===== src/hdl/grid_frontier_check_assert.svh =====
// Assertion macros for the grid frontier check RTL.
`ifndef GRID_FRONTIER_CHECK_ASSERT_SVH
`define GRID_FRONTIER_CHECK_ASSERT_SVH

`ifndef SYNTHESIS
// Property checked at every rising clock edge outside reset.
`define GFC_ASSERT(name, prop, msg) \
  name: assert property (@(posedge clk_i) disable iff (!rst_ni) (prop)) else $error(msg);
// Plain condition that holds at every rising clock edge outside reset.
`define GFC_ASSERT_ALWAYS(name, expr, msg) \
  `GFC_ASSERT(name, 1'b1 |-> (expr), msg)
`else
`define GFC_ASSERT(name, prop, msg)
`define GFC_ASSERT_ALWAYS(name, expr, msg)
`endif

`endif


===== src/hdl/gfc_pkg.sv =====
// Types, constants and helpers for the grid frontier check.
package gfc_pkg;

  // Field and port widths
  localparam int unsigned CELL_W       = 8;
  localparam int unsigned POS_W        = 22;
  localparam int unsigned WIDTH_REG_W  = 11;
  localparam int unsigned HEIGHT_REG_W = 13;
  localparam int unsigned CFG_DATA_W   = 13;
  localparam int unsigned CFG_IDX_W    = 1;
  localparam int unsigned IN_TDATA_W   = 8;
  localparam int unsigned OUT_TDATA_W  = 24;

  // Register indexes
  localparam logic [CFG_IDX_W-1:0] REG_MAP_WIDTH  = 1'd0;
  localparam logic [CFG_IDX_W-1:0] REG_MAP_HEIGHT = 1'd1;

  // Defaults
  localparam int unsigned DEF_MAX_WIDTH  = 1024;
  localparam int unsigned DEF_MAX_HEIGHT = 4096;
  localparam int unsigned RESET_WIDTH    = 1024;
  localparam int unsigned RESET_HEIGHT   = 1;

  // Cell codes
  localparam logic [CELL_W-1:0] CELL_FREE    = 8'h00;
  localparam logic [CELL_W-1:0] CELL_UNKNOWN = 8'hFF;

  typedef enum logic [1:0] {
    CLS_FREE     = 2'd0,
    CLS_UNKNOWN  = 2'd1,
    CLS_OCCUPIED = 2'd2
  } cls_e;

  // Map a raw cell byte to its class
  function automatic cls_e classify(input logic [CELL_W-1:0] v);
    cls_e c;
    if (v == CELL_FREE) begin
      c = CLS_FREE;
    end else if (v == CELL_UNKNOWN) begin
      c = CLS_UNKNOWN;
    end else begin
      c = CLS_OCCUPIED;
    end
    return c;
  endfunction

endpackage


===== src/hdl/grid_frontier_check.sv =====
// Grid frontier check: streaming frontier search over an occupancy grid.
`include "grid_frontier_check_assert.svh"

// Cells arrive in raster order, one signed byte per word (0 free, -1 unknown, else
// occupied). A free cell with an unknown 4-neighbor inside the grid is a frontier.
// After the last cell of a map_width x map_height grid one result word gives
// map_closed and the lowest frontier raster index (0 when closed); the scan then
// restarts. Throughput is one cell per clock while the input is not stalled: the line
// store of the previous row is read when a cell is accepted and written back from the
// judge stage, with a bypass for single-column maps where the same entry is read and
// written in the same cycle. The result word is registered when the last cell leaves
// the judge stage. An unclaimed result stalls the input only once the next map's
// last cell waits in the judge stage behind it. The line store needs no clearing
// pass after reset, since the first row ignores what it reads from it.
// Writing either register restarts the scan; write only while the block is idle.
module grid_frontier_check
  import gfc_pkg::*;
#(
  parameter int unsigned MAX_WIDTH  = DEF_MAX_WIDTH,
  parameter int unsigned MAX_HEIGHT = DEF_MAX_HEIGHT
) (
  input  logic                    clk_i,
  input  logic                    rst_ni,
  // configuration write port
  input  logic                    cfg_we_i,
  input  logic [CFG_IDX_W-1:0]    cfg_idx_i,
  input  logic [CFG_DATA_W-1:0]   cfg_data_i,
  // cell stream
  input  logic                    s_axis_tvalid,
  output logic                    s_axis_tready,
  input  logic [IN_TDATA_W-1:0]   s_axis_tdata,   // [7:0] cell_value
  // result stream
  output logic                    m_axis_tvalid,
  input  logic                    m_axis_tready,
  output logic [OUT_TDATA_W-1:0]  m_axis_tdata    // [0] map_closed, [22:1] first_frontier_index
);

  localparam int unsigned CW = $clog2(MAX_WIDTH);
  localparam int unsigned RW = $clog2(MAX_HEIGHT);

  // Clamped register values
  function automatic logic [CW-1:0] width_last(input logic [WIDTH_REG_W-1:0] v);
    int unsigned e;
    e = 32'(v);
    if (e == 0) e = 1;
    if (e > MAX_WIDTH) e = MAX_WIDTH;
    return CW'(e - 1);
  endfunction

  function automatic logic [RW-1:0] height_last(input logic [HEIGHT_REG_W-1:0] v);
    int unsigned e;
    e = 32'(v);
    if (e == 0) e = 1;
    if (e > MAX_HEIGHT) e = MAX_HEIGHT;
    return RW'(e - 1);
  endfunction

  // Configuration
  logic [CW-1:0]    w_last_q;
  logic [POS_W-1:0] w_eff_q;
  logic [RW-1:0]    h_last_q;
  logic             restart;

  assign restart = cfg_we_i &&
                   ((cfg_idx_i == REG_MAP_WIDTH) || (cfg_idx_i == REG_MAP_HEIGHT));

  always_ff @(posedge clk_i or negedge rst_ni) begin
    if (!rst_ni) begin
      w_last_q <= width_last(WIDTH_REG_W'(RESET_WIDTH));
      w_eff_q  <= POS_W'(width_last(WIDTH_REG_W'(RESET_WIDTH))) + POS_W'(1);
      h_last_q <= height_last(HEIGHT_REG_W'(RESET_HEIGHT));
    end else if (cfg_we_i) begin
      case (cfg_idx_i)
        REG_MAP_WIDTH: begin
          w_last_q <= width_last(cfg_data_i[WIDTH_REG_W-1:0]);
          w_eff_q  <= POS_W'(width_last(cfg_data_i[WIDTH_REG_W-1:0])) + POS_W'(1);
        end
        REG_MAP_HEIGHT: begin
          h_last_q <= height_last(cfg_data_i[HEIGHT_REG_W-1:0]);
        end
        default: begin
        end
      endcase
    end
  end

  // Handshake: the pipe moves unless a map's last cell waits behind an unclaimed result
  logic m_valid_q;
  logic adv;
  logic accept;

  assign s_axis_tready = adv;
  assign accept        = s_axis_tvalid && adv;

  // Scan position
  logic [CW-1:0]    col_q;
  logic [RW-1:0]    row_q;
  logic [POS_W-1:0] idx_q;
  cls_e             left_q;
  cls_e             cls_in;
  logic             last_col;
  logic             last_row;

  assign cls_in   = classify(s_axis_tdata[CELL_W-1:0]);
  assign last_col = (col_q == w_last_q);
  assign last_row = (row_q == h_last_q);

  always_ff @(posedge clk_i or negedge rst_ni) begin
    if (!rst_ni) begin
      col_q  <= '0;
      row_q  <= '0;
      idx_q  <= '0;
      left_q <= CLS_OCCUPIED;
    end else if (restart) begin
      col_q  <= '0;
      row_q  <= '0;
      idx_q  <= '0;
      left_q <= CLS_OCCUPIED;
    end else if (accept) begin
      if (last_col) begin
        col_q  <= '0;
        left_q <= CLS_OCCUPIED;
        if (last_row) begin
          row_q <= '0;
          idx_q <= '0;
        end else begin
          row_q <= row_q + RW'(1);
          idx_q <= idx_q + POS_W'(1);
        end
      end else begin
        col_q  <= col_q + CW'(1);
        idx_q  <= idx_q + POS_W'(1);
        left_q <= cls_in;
      end
    end
  end

  // Judge stage registers
  logic             s1_valid_q;
  cls_e             s1_cls_q;
  cls_e             s1_left_q;
  logic             s1_has_left_q;
  logic             s1_has_up_q;
  logic [POS_W-1:0] s1_idx_q;
  logic [CW-1:0]    s1_col_q;
  logic             s1_last_q;
  logic             s1_fwd_q;
  cls_e             s1_fwd_cls_q;
  logic             s1_fire;

  // only a last cell needs the result register free
  assign adv     = !(s1_valid_q && s1_last_q) || !m_valid_q || m_axis_tready;
  assign s1_fire = s1_valid_q && adv;

  always_ff @(posedge clk_i or negedge rst_ni) begin
    if (!rst_ni) begin
      s1_valid_q <= 1'b0;
    end else if (adv) begin
      s1_valid_q <= accept;
    end
  end

  always_ff @(posedge clk_i) begin
    if (accept) begin
      s1_cls_q      <= cls_in;
      s1_left_q     <= left_q;
      s1_has_left_q <= (col_q != '0);
      s1_has_up_q   <= (row_q != '0);
      s1_idx_q      <= idx_q;
      s1_col_q      <= col_q;
      s1_last_q     <= last_col && last_row;
      // same entry written by the judge stage this cycle
      s1_fwd_q      <= s1_valid_q && (s1_col_q == col_q);
      s1_fwd_cls_q  <= s1_cls_q;
    end
  end

  // Line store: read at accept, written back from the judge stage
  cls_e row_classes_q [MAX_WIDTH];
  cls_e rd_q;

  always_ff @(posedge clk_i) begin
    if (s1_fire) begin
      row_classes_q[s1_col_q] <= s1_cls_q;
    end
    if (accept) begin
      rd_q <= row_classes_q[col_q];
    end
  end

  // Pair judgment against left and upper neighbors
  cls_e             up_cls;
  logic             a_hit;
  logic [POS_W-1:0] a_pos;
  logic             b_hit;
  logic [POS_W-1:0] b_pos;
  logic             seen_q;
  logic [POS_W-1:0] pos_q;
  logic             seen_mid;
  logic [POS_W-1:0] pos_mid;
  logic             seen_d;
  logic [POS_W-1:0] pos_d;

  assign up_cls = s1_fwd_q ? s1_fwd_cls_q : rd_q;

  always_comb begin
    a_hit = 1'b0;
    a_pos = s1_idx_q;
    if (s1_has_left_q) begin
      if (s1_left_q == CLS_FREE && s1_cls_q == CLS_UNKNOWN) begin
        a_hit = 1'b1;
        a_pos = s1_idx_q - POS_W'(1);
      end else if (s1_cls_q == CLS_FREE && s1_left_q == CLS_UNKNOWN) begin
        a_hit = 1'b1;
      end
    end
    b_hit = 1'b0;
    b_pos = s1_idx_q;
    if (s1_has_up_q) begin
      if (up_cls == CLS_FREE && s1_cls_q == CLS_UNKNOWN) begin
        b_hit = 1'b1;
        b_pos = s1_idx_q - w_eff_q;
      end else if (s1_cls_q == CLS_FREE && up_cls == CLS_UNKNOWN) begin
        b_hit = 1'b1;
      end
    end
  end

  // Keep the lowest frontier index
  always_comb begin
    seen_mid = seen_q;
    pos_mid  = pos_q;
    if (a_hit && (!seen_q || a_pos < pos_q)) begin
      pos_mid = a_pos;
    end
    if (a_hit) seen_mid = 1'b1;
    seen_d = seen_mid;
    pos_d  = pos_mid;
    if (b_hit && (!seen_mid || b_pos < pos_mid)) begin
      pos_d = b_pos;
    end
    if (b_hit) seen_d = 1'b1;
  end

  always_ff @(posedge clk_i or negedge rst_ni) begin
    if (!rst_ni) begin
      seen_q <= 1'b0;
      pos_q  <= '0;
    end else if (restart) begin
      seen_q <= 1'b0;
      pos_q  <= '0;
    end else if (s1_fire) begin
      if (s1_last_q) begin
        seen_q <= 1'b0;
        pos_q  <= '0;
      end else begin
        seen_q <= seen_d;
        pos_q  <= pos_d;
      end
    end
  end

  // Result register
  logic [OUT_TDATA_W-1:0] m_data_q;

  always_ff @(posedge clk_i or negedge rst_ni) begin
    if (!rst_ni) begin
      m_valid_q <= 1'b0;
    end else if (s1_fire && s1_last_q) begin
      m_valid_q <= 1'b1;
    end else if (m_axis_tready) begin
      m_valid_q <= 1'b0;
    end
  end

  always_ff @(posedge clk_i) begin
    if (s1_fire && s1_last_q) begin
      m_data_q <= {1'b0, (seen_d ? pos_d : POS_W'(0)), !seen_d};
    end
  end

  assign m_axis_tvalid = m_valid_q;
  assign m_axis_tdata  = m_data_q;

  // Checks
  `GFC_ASSERT(a_result_from_last, $rose(m_axis_tvalid) |-> $past(s1_valid_q && s1_last_q), "result without last cell")
  `GFC_ASSERT(a_fwd_single_col, (s1_valid_q && s1_fwd_q) |-> (w_last_q == '0), "bypass on wide map")
  `GFC_ASSERT_ALWAYS(a_pos_in_grid, (col_q <= w_last_q) && (row_q <= h_last_q), "scan out of grid")
  `GFC_ASSERT(a_pos_clear, !seen_q |-> (pos_q == '0), "stale frontier index")

endmodule


===== config.mk =====
export PLATFORM = sky130hd
export DESIGN_NAME = grid_frontier_check
export DESIGN_NICKNAME = d
export VERILOG_FILES = /design/src/hdl/gfc_pkg.sv /design/src/hdl/grid_frontier_check.sv
export VERILOG_INCLUDE_DIRS = /design/src /design/src/hdl
export SDC_FILE = /design/constraint.sdc
export NUM_CORES = 2
export LEC_CHECK = 0
export ABC_AREA = 1
export ABC_CLOCK_PERIOD_IN_PS = 57500
export BUFFER_PORTS_ARGS = -buffer_cell sky130_fd_sc_hd__buf_2
export CAP_MARGIN = 0
export CORE_MARGIN = 4
export CORE_UTILIZATION = 40
export DETAILED_ROUTE_END_ITERATION = 6
export HOLD_SLACK_MARGIN = 0.05
export PLACE_DENSITY_LB_ADDON = 0.3
export SKIP_CTS_REPAIR_TIMING = 1
export SLEW_MARGIN = 25
export SYNTH_ARGS = -nofsm -noshare
export SYNTH_HDL_FRONTEND = slang
export SYNTH_SLANG_ARGS = --single-unit

===== constraint.sdc =====
create_clock -name clk_i -period 57.5 [get_ports clk_i]
set_clock_uncertainty 0.2 [all_clocks]
set_input_delay 2.875 -clock clk_i [delete_from_list [all_inputs] [get_ports clk_i]]
set_output_delay 2.875 -clock clk_i [all_outputs]
set_load 0.005 [all_outputs]

==> reports/qor.txt <==
HOLD PATH
-----------------------------------------------------------------------------------------------------
Instance count along the most critical hold path .......................................            0
Path category of the worst min-delay check ............................................. flop to flop
Endpoint of the worst hold path ........................................................ s1_idx_q[19]$_DFFE_PP_
Origin of the worst min-delay path ..................................................... idx_q[19]$_DFFE_PN0P_

CRITICAL PATH
-----------------------------------------------------------------------------------------------------
Register-to-Register Path Depth ........................................................           30
Delay of the slowest critical-path stage ...............................................      0.41 ns
Critical path startpoint ............................................................... m_axis_tready
Series of cell instances along the critical path ....................................... buf_2 -> nor2_1 -> inv_1 -> nor2_1 -> inv_1 -> buf_2
Critical path class .................................................................... primary input to primary output
Worst r2r dst .......................................................................... m_axis_tdata[17]$_SDFFCE_PP0P_
Maximum net fanout on the critical path ................................................            4
Launch instance of the worst register-to-register path ................................. s1_left_q[0]$_DFFE_PP_
Critical path required time ............................................................     54.42 ns
Crit path DAT ..........................................................................      4.01 ns
Worst-path cell with the longest stage delay ........................................... sky130_fd_sc_hd__nor2_1
Register-to-register setup slack .......................................................     51.27 ns
Launching element type of the critical path ............................................ primary input
Endpoint type of the worst setup path .................................................. primary output

PWR
-----------------------------------------------------------------------------------------------------
Net load switching power ...............................................................      1.30 mW
Share of total power consumed by net switching .........................................        31.7%
Power consumption ......................................................................      4.09 mW
Clock power share ......................................................................        34.4%
Worst IR Drop VDD ......................................................................      28.8 uV
Power per cell area .................................................................... 38.7 nW/um^2
Relative contribution of sequential cells to total power ...............................        43.7%
Leakage component of the power .........................................................      33.2 nW
Power share of the combinational group .................................................        21.9%
Internal ...............................................................................      2.79 mW

ROUTING
-----------------------------------------------------------------------------------------------------
Total number of vias ...................................................................        66.7k
Antenna violation net count after detailed routing .....................................            0
DR vias/cell ...........................................................................         5.78
Final routed wirelength across all metal layers ........................................   280,000 um
Post-detailed-route DRC marker count ...................................................            0
Mean routed wirelength per cell ........................................................      24.3 um
1st-iter DRT viols .....................................................................        8,295
Iteration count of the initial detailed-routing pass ...................................            6

SYNTHESIS
-----------------------------------------------------------------------------------------------------
Register area share after synthesis ....................................................        69.4%
Most used DFF post-synth ............................................................... sky130_fd_sc_hd__edfxtp_1
Cell taking the most area after synthesis .............................................. sky130_fd_sc_hd__edfxtp_1
Combinational family with the most area after synthesis ................................ simple AND/OR/NAND/NOR gates
Fraction of the mapped netlist area in simple logic gates ..............................        13.3%
Share of synthesized area spent on multiplexers ........................................      0.0210%
Share of flip-flops with an asynchronous set or reset ..................................        4.69%
Leading cell types by total area after synthesis ....................................... sky130_fd_sc_hd__edfxtp_1, sky130_fd_sc_hd__nor2_1, sky130_fd_sc_hd__o21ai_0
Gate count after technology mapping ....................................................        8,434
Syn. warnings ..........................................................................            0
Total of flip-flops plus latches after synthesis .......................................        2,219
Number of unique standard cell types used by synthesis .................................           68
Netlist area before placement ..........................................................  95,300 um^2
Post-synthesis share of cell area spent on full adders, half adders and majority gates .       0.822%
Number of enable-type register cells in the synthesized netlist ........................        2,115
Synth Net Count ........................................................................        8,523
Post-synthesis xor/xnor area fraction ..................................................       0.697%
Area share of the leading cell type in the synthesized netlist .........................        66.7%
Per-instance average area after synthesis ..............................................    11.3 um^2
Compound-cell area share of the yosys netlist ..........................................        12.1%

FLOORPLAN
-----------------------------------------------------------------------------------------------------
Floorplan die area ..................................................................... 246,000 um^2
Initial cell density of the core .......................................................        40.4%
Horizontal extent of the die ...........................................................       496 um
Ports placed on the boundary ...........................................................           53
Number of cell rows ....................................................................          178
Floorplan Core Area .................................................................... 236,000 um^2
Die Y-Extent ...........................................................................       496 um

GRT
-----------------------------------------------------------------------------------------------------
Initial antenna violation count ........................................................            4
Global-route wire length before repair .................................................   412,000 um
Vias in the first global route .........................................................        65.2k
Pin count of the biggest net entering global routing ...................................          250
Leftover overflow at the end of global routing .........................................            0
Global-route total usage across every layer ............................................        22.2%

STA
-----------------------------------------------------------------------------------------------------
Slack of the critical path .............................................................     50.42 ns
Minimum clock period after layout ......................................................      7.08 ns
Fmax ...................................................................................    0.141 GHz
Final Hold Violating Endpoints .........................................................            0
Slew Limit Headroom ....................................................................        7.86%
Period utilisation layout ..............................................................        12.3%
Number of slew-limit violations in the final report ....................................            0
Final count of negative-setup-slack endpoints ..........................................            0
Setup repair after global routing missed its margin ....................................        false
Least-Margin Pin Slew ..................................................................      1.38 ns
Setup TNS ..............................................................................         0 ns

CLOCKING
-----------------------------------------------------------------------------------------------------
Buffer levels on the longest clock path ................................................            3
Clock-pin transition on the worst setup and hold timing paths ..........................      0.06 ns
Clock Root Buffer ...................................................................... sky130_fd_sc_hd__clkbuf_16
Clock insertion delay at the later pin of the skew report ..............................      0.89 ns
H-tree levels ..........................................................................            4
TritonCTS sink count ...................................................................        2,219
TritonCTS buffer count .................................................................          223
TritonCTS clock tree ...................................................................        built

PLACEMENT
-----------------------------------------------------------------------------------------------------
Hpwl dp ................................................................................   152,000 um
Worst-case setup slack after placement .................................................     50.38 ns
PortBufs ...............................................................................           51
Final estimated routing congestion in global placement .................................        0.852
Total placed instance area .............................................................  98,500 um^2

RUN STATUS
-----------------------------------------------------------------------------------------------------
Outcome ................................................................................ finished clean

LAYOUT
-----------------------------------------------------------------------------------------------------
Number of nets in the finished design ..................................................        8,282
Fill count .............................................................................        21.6k
Ratio of cells with drive above 1 in the final layout ..................................        7.41%
Post-synthesis to final-layout area growth .............................................        10.8%
Post-route design area ................................................................. 106,000 um^2

JOB
-----------------------------------------------------------------------------------------------------
Total of max-cap violations ............................................................            0

==> metrics by stage <==
| stage | std cells | utilization, % | hold slack (ns) |
|---|---|---|---|
| after floorplan | 8434 | - | 0.220 |
| after global placement | 11100 | 41.7 | 0.238 |
| after detailed placement | 11100 | 41.7 | 0.235 |
| after CTS | 11500 | 44.7 | 0.250 |
| after global routing | 11500 | 44.7 | 0.268 |
| final | 11500 | 44.7 | 0.251 |
==> cells in the mapped netlist, drive strengths merged, types with 33 or more instances <==
| master | count |
|---|---|
| a21oi | 119 |
| a31oi | 33 |
| buf | 122 |
| clkbuf | 539 |
| dfrtp | 92 |
| edfxtp | 2115 |
| ha | 61 |
| inv | 225 |
| nand2 | 589 |
| nand3 | 233 |
| nand4 | 43 |
| nor2 | 2243 |
| nor3 | 54 |
| o211ai | 77 |
| o21ai | 1181 |
| o221ai | 160 |
| o22ai | 356 |
| xor2 | 53 |
==> cell usage in the layout (no fill, tap or decap), types with 61 or more instances in the layout <==
cell and count:
sky130_fd_sc_hd__a21oi_1 118, sky130_fd_sc_hd__buf_4 123, sky130_fd_sc_hd__clkbuf_16 223, sky130_fd_sc_hd__clkinv_1 61
sky130_fd_sc_hd__dfrtp_1 88, sky130_fd_sc_hd__edfxtp_1 2115, sky130_fd_sc_hd__ha_1 61, sky130_fd_sc_hd__inv_1 210
sky130_fd_sc_hd__nand2_1 542, sky130_fd_sc_hd__nand3_1 225, sky130_fd_sc_hd__nor2_1 2228, sky130_fd_sc_hd__o211ai_1 77
sky130_fd_sc_hd__o21ai_0 1168, sky130_fd_sc_hd__o221ai_1 160, sky130_fd_sc_hd__o22ai_1 356
==> state kept, by name (all words and copies together), names as in the netlist, 2 cells and up <==
register,count
row_classes_q,2048
m_axis_tdata,23
idx_q,22
pos_q,22
s1_idx_q,22
h_last_q,12
row_q,12
w_eff_q,11
col_q,10
s1_col_q,10
w_last_q,10
left_q,2
rd_q,2
s1_cls_q,2
s1_fwd_cls_q,2
s1_left_q,2
==> worst max-delay path by stage <==
stage / to / depth (start not counted)
final: s_axis_tready / 6
after CTS: s_axis_tready / 6
after detailed placement: s_axis_tready / 6
after global placement: s_axis_tready / 6
after global routing: s_axis_tready / 6
after floorplan: m_axis_tdata[18]$_SDFFCE_PP0P_ / 37
==> per-layer routing <==
| layer | global-route usage [%] | wire [um] | part of all wire (%) |
|---|---|---|---|
| met5 | 0 | 16 | 0.0057 |
| met4 | 8.58 | 11300 | 4.0 |
| met3 | 4.10 | 25800 | 9.2 |
| met2 | 36.9 | 132000 | 47 |
| met1 | 29.0 | 111000 | 40 |
==> critical path, delay by kind of cell <==
family,cells,cell delay (ns)
buffers and inverters,4,0.50
AND/OR/NAND/NOR,2,0.64
==> final cells by class <==
type	instances	area [um^2]	share of cell area, %
diodes	3	7.51	0.00711
clock buffers	274	5780	5.48
clock inverters	135	1250	1.18
inverters	228	886	0.839
multi-input cells	5326	25900	24.6
flip-flops and latches	2219	66100	62.6
well taps	3150	3940	3.73
repair buffers	195	1630	1.54
==> power by group through the flow <==
stage                     combinational, mW  clock [mW]  sequential (mW)
after global placement                0.865           0             1.82
after floorplan                       0.600           0             1.83
final                                 0.893        1.41             1.79
after detailed placement              0.877           0             1.82
after CTS                             0.878        1.43             1.79
after global routing                  0.973        1.50             1.79
==> cell families (layout without fill, tap and decap cells) <==
logic type               Yosys count  count (layout)
flip-flops                      2219            2219
buffers and inverters            889             832
multiplexers                       2               2
other                              1               4
AND/OR/NAND/NOR                 3193            3193
adder cells (fa/ha/maj)           62              62
AO/OA/AOI/OAI                   1993            1993
XOR/XNOR                          75              75
No activity file was read; power rests on OpenSTA's default activity.
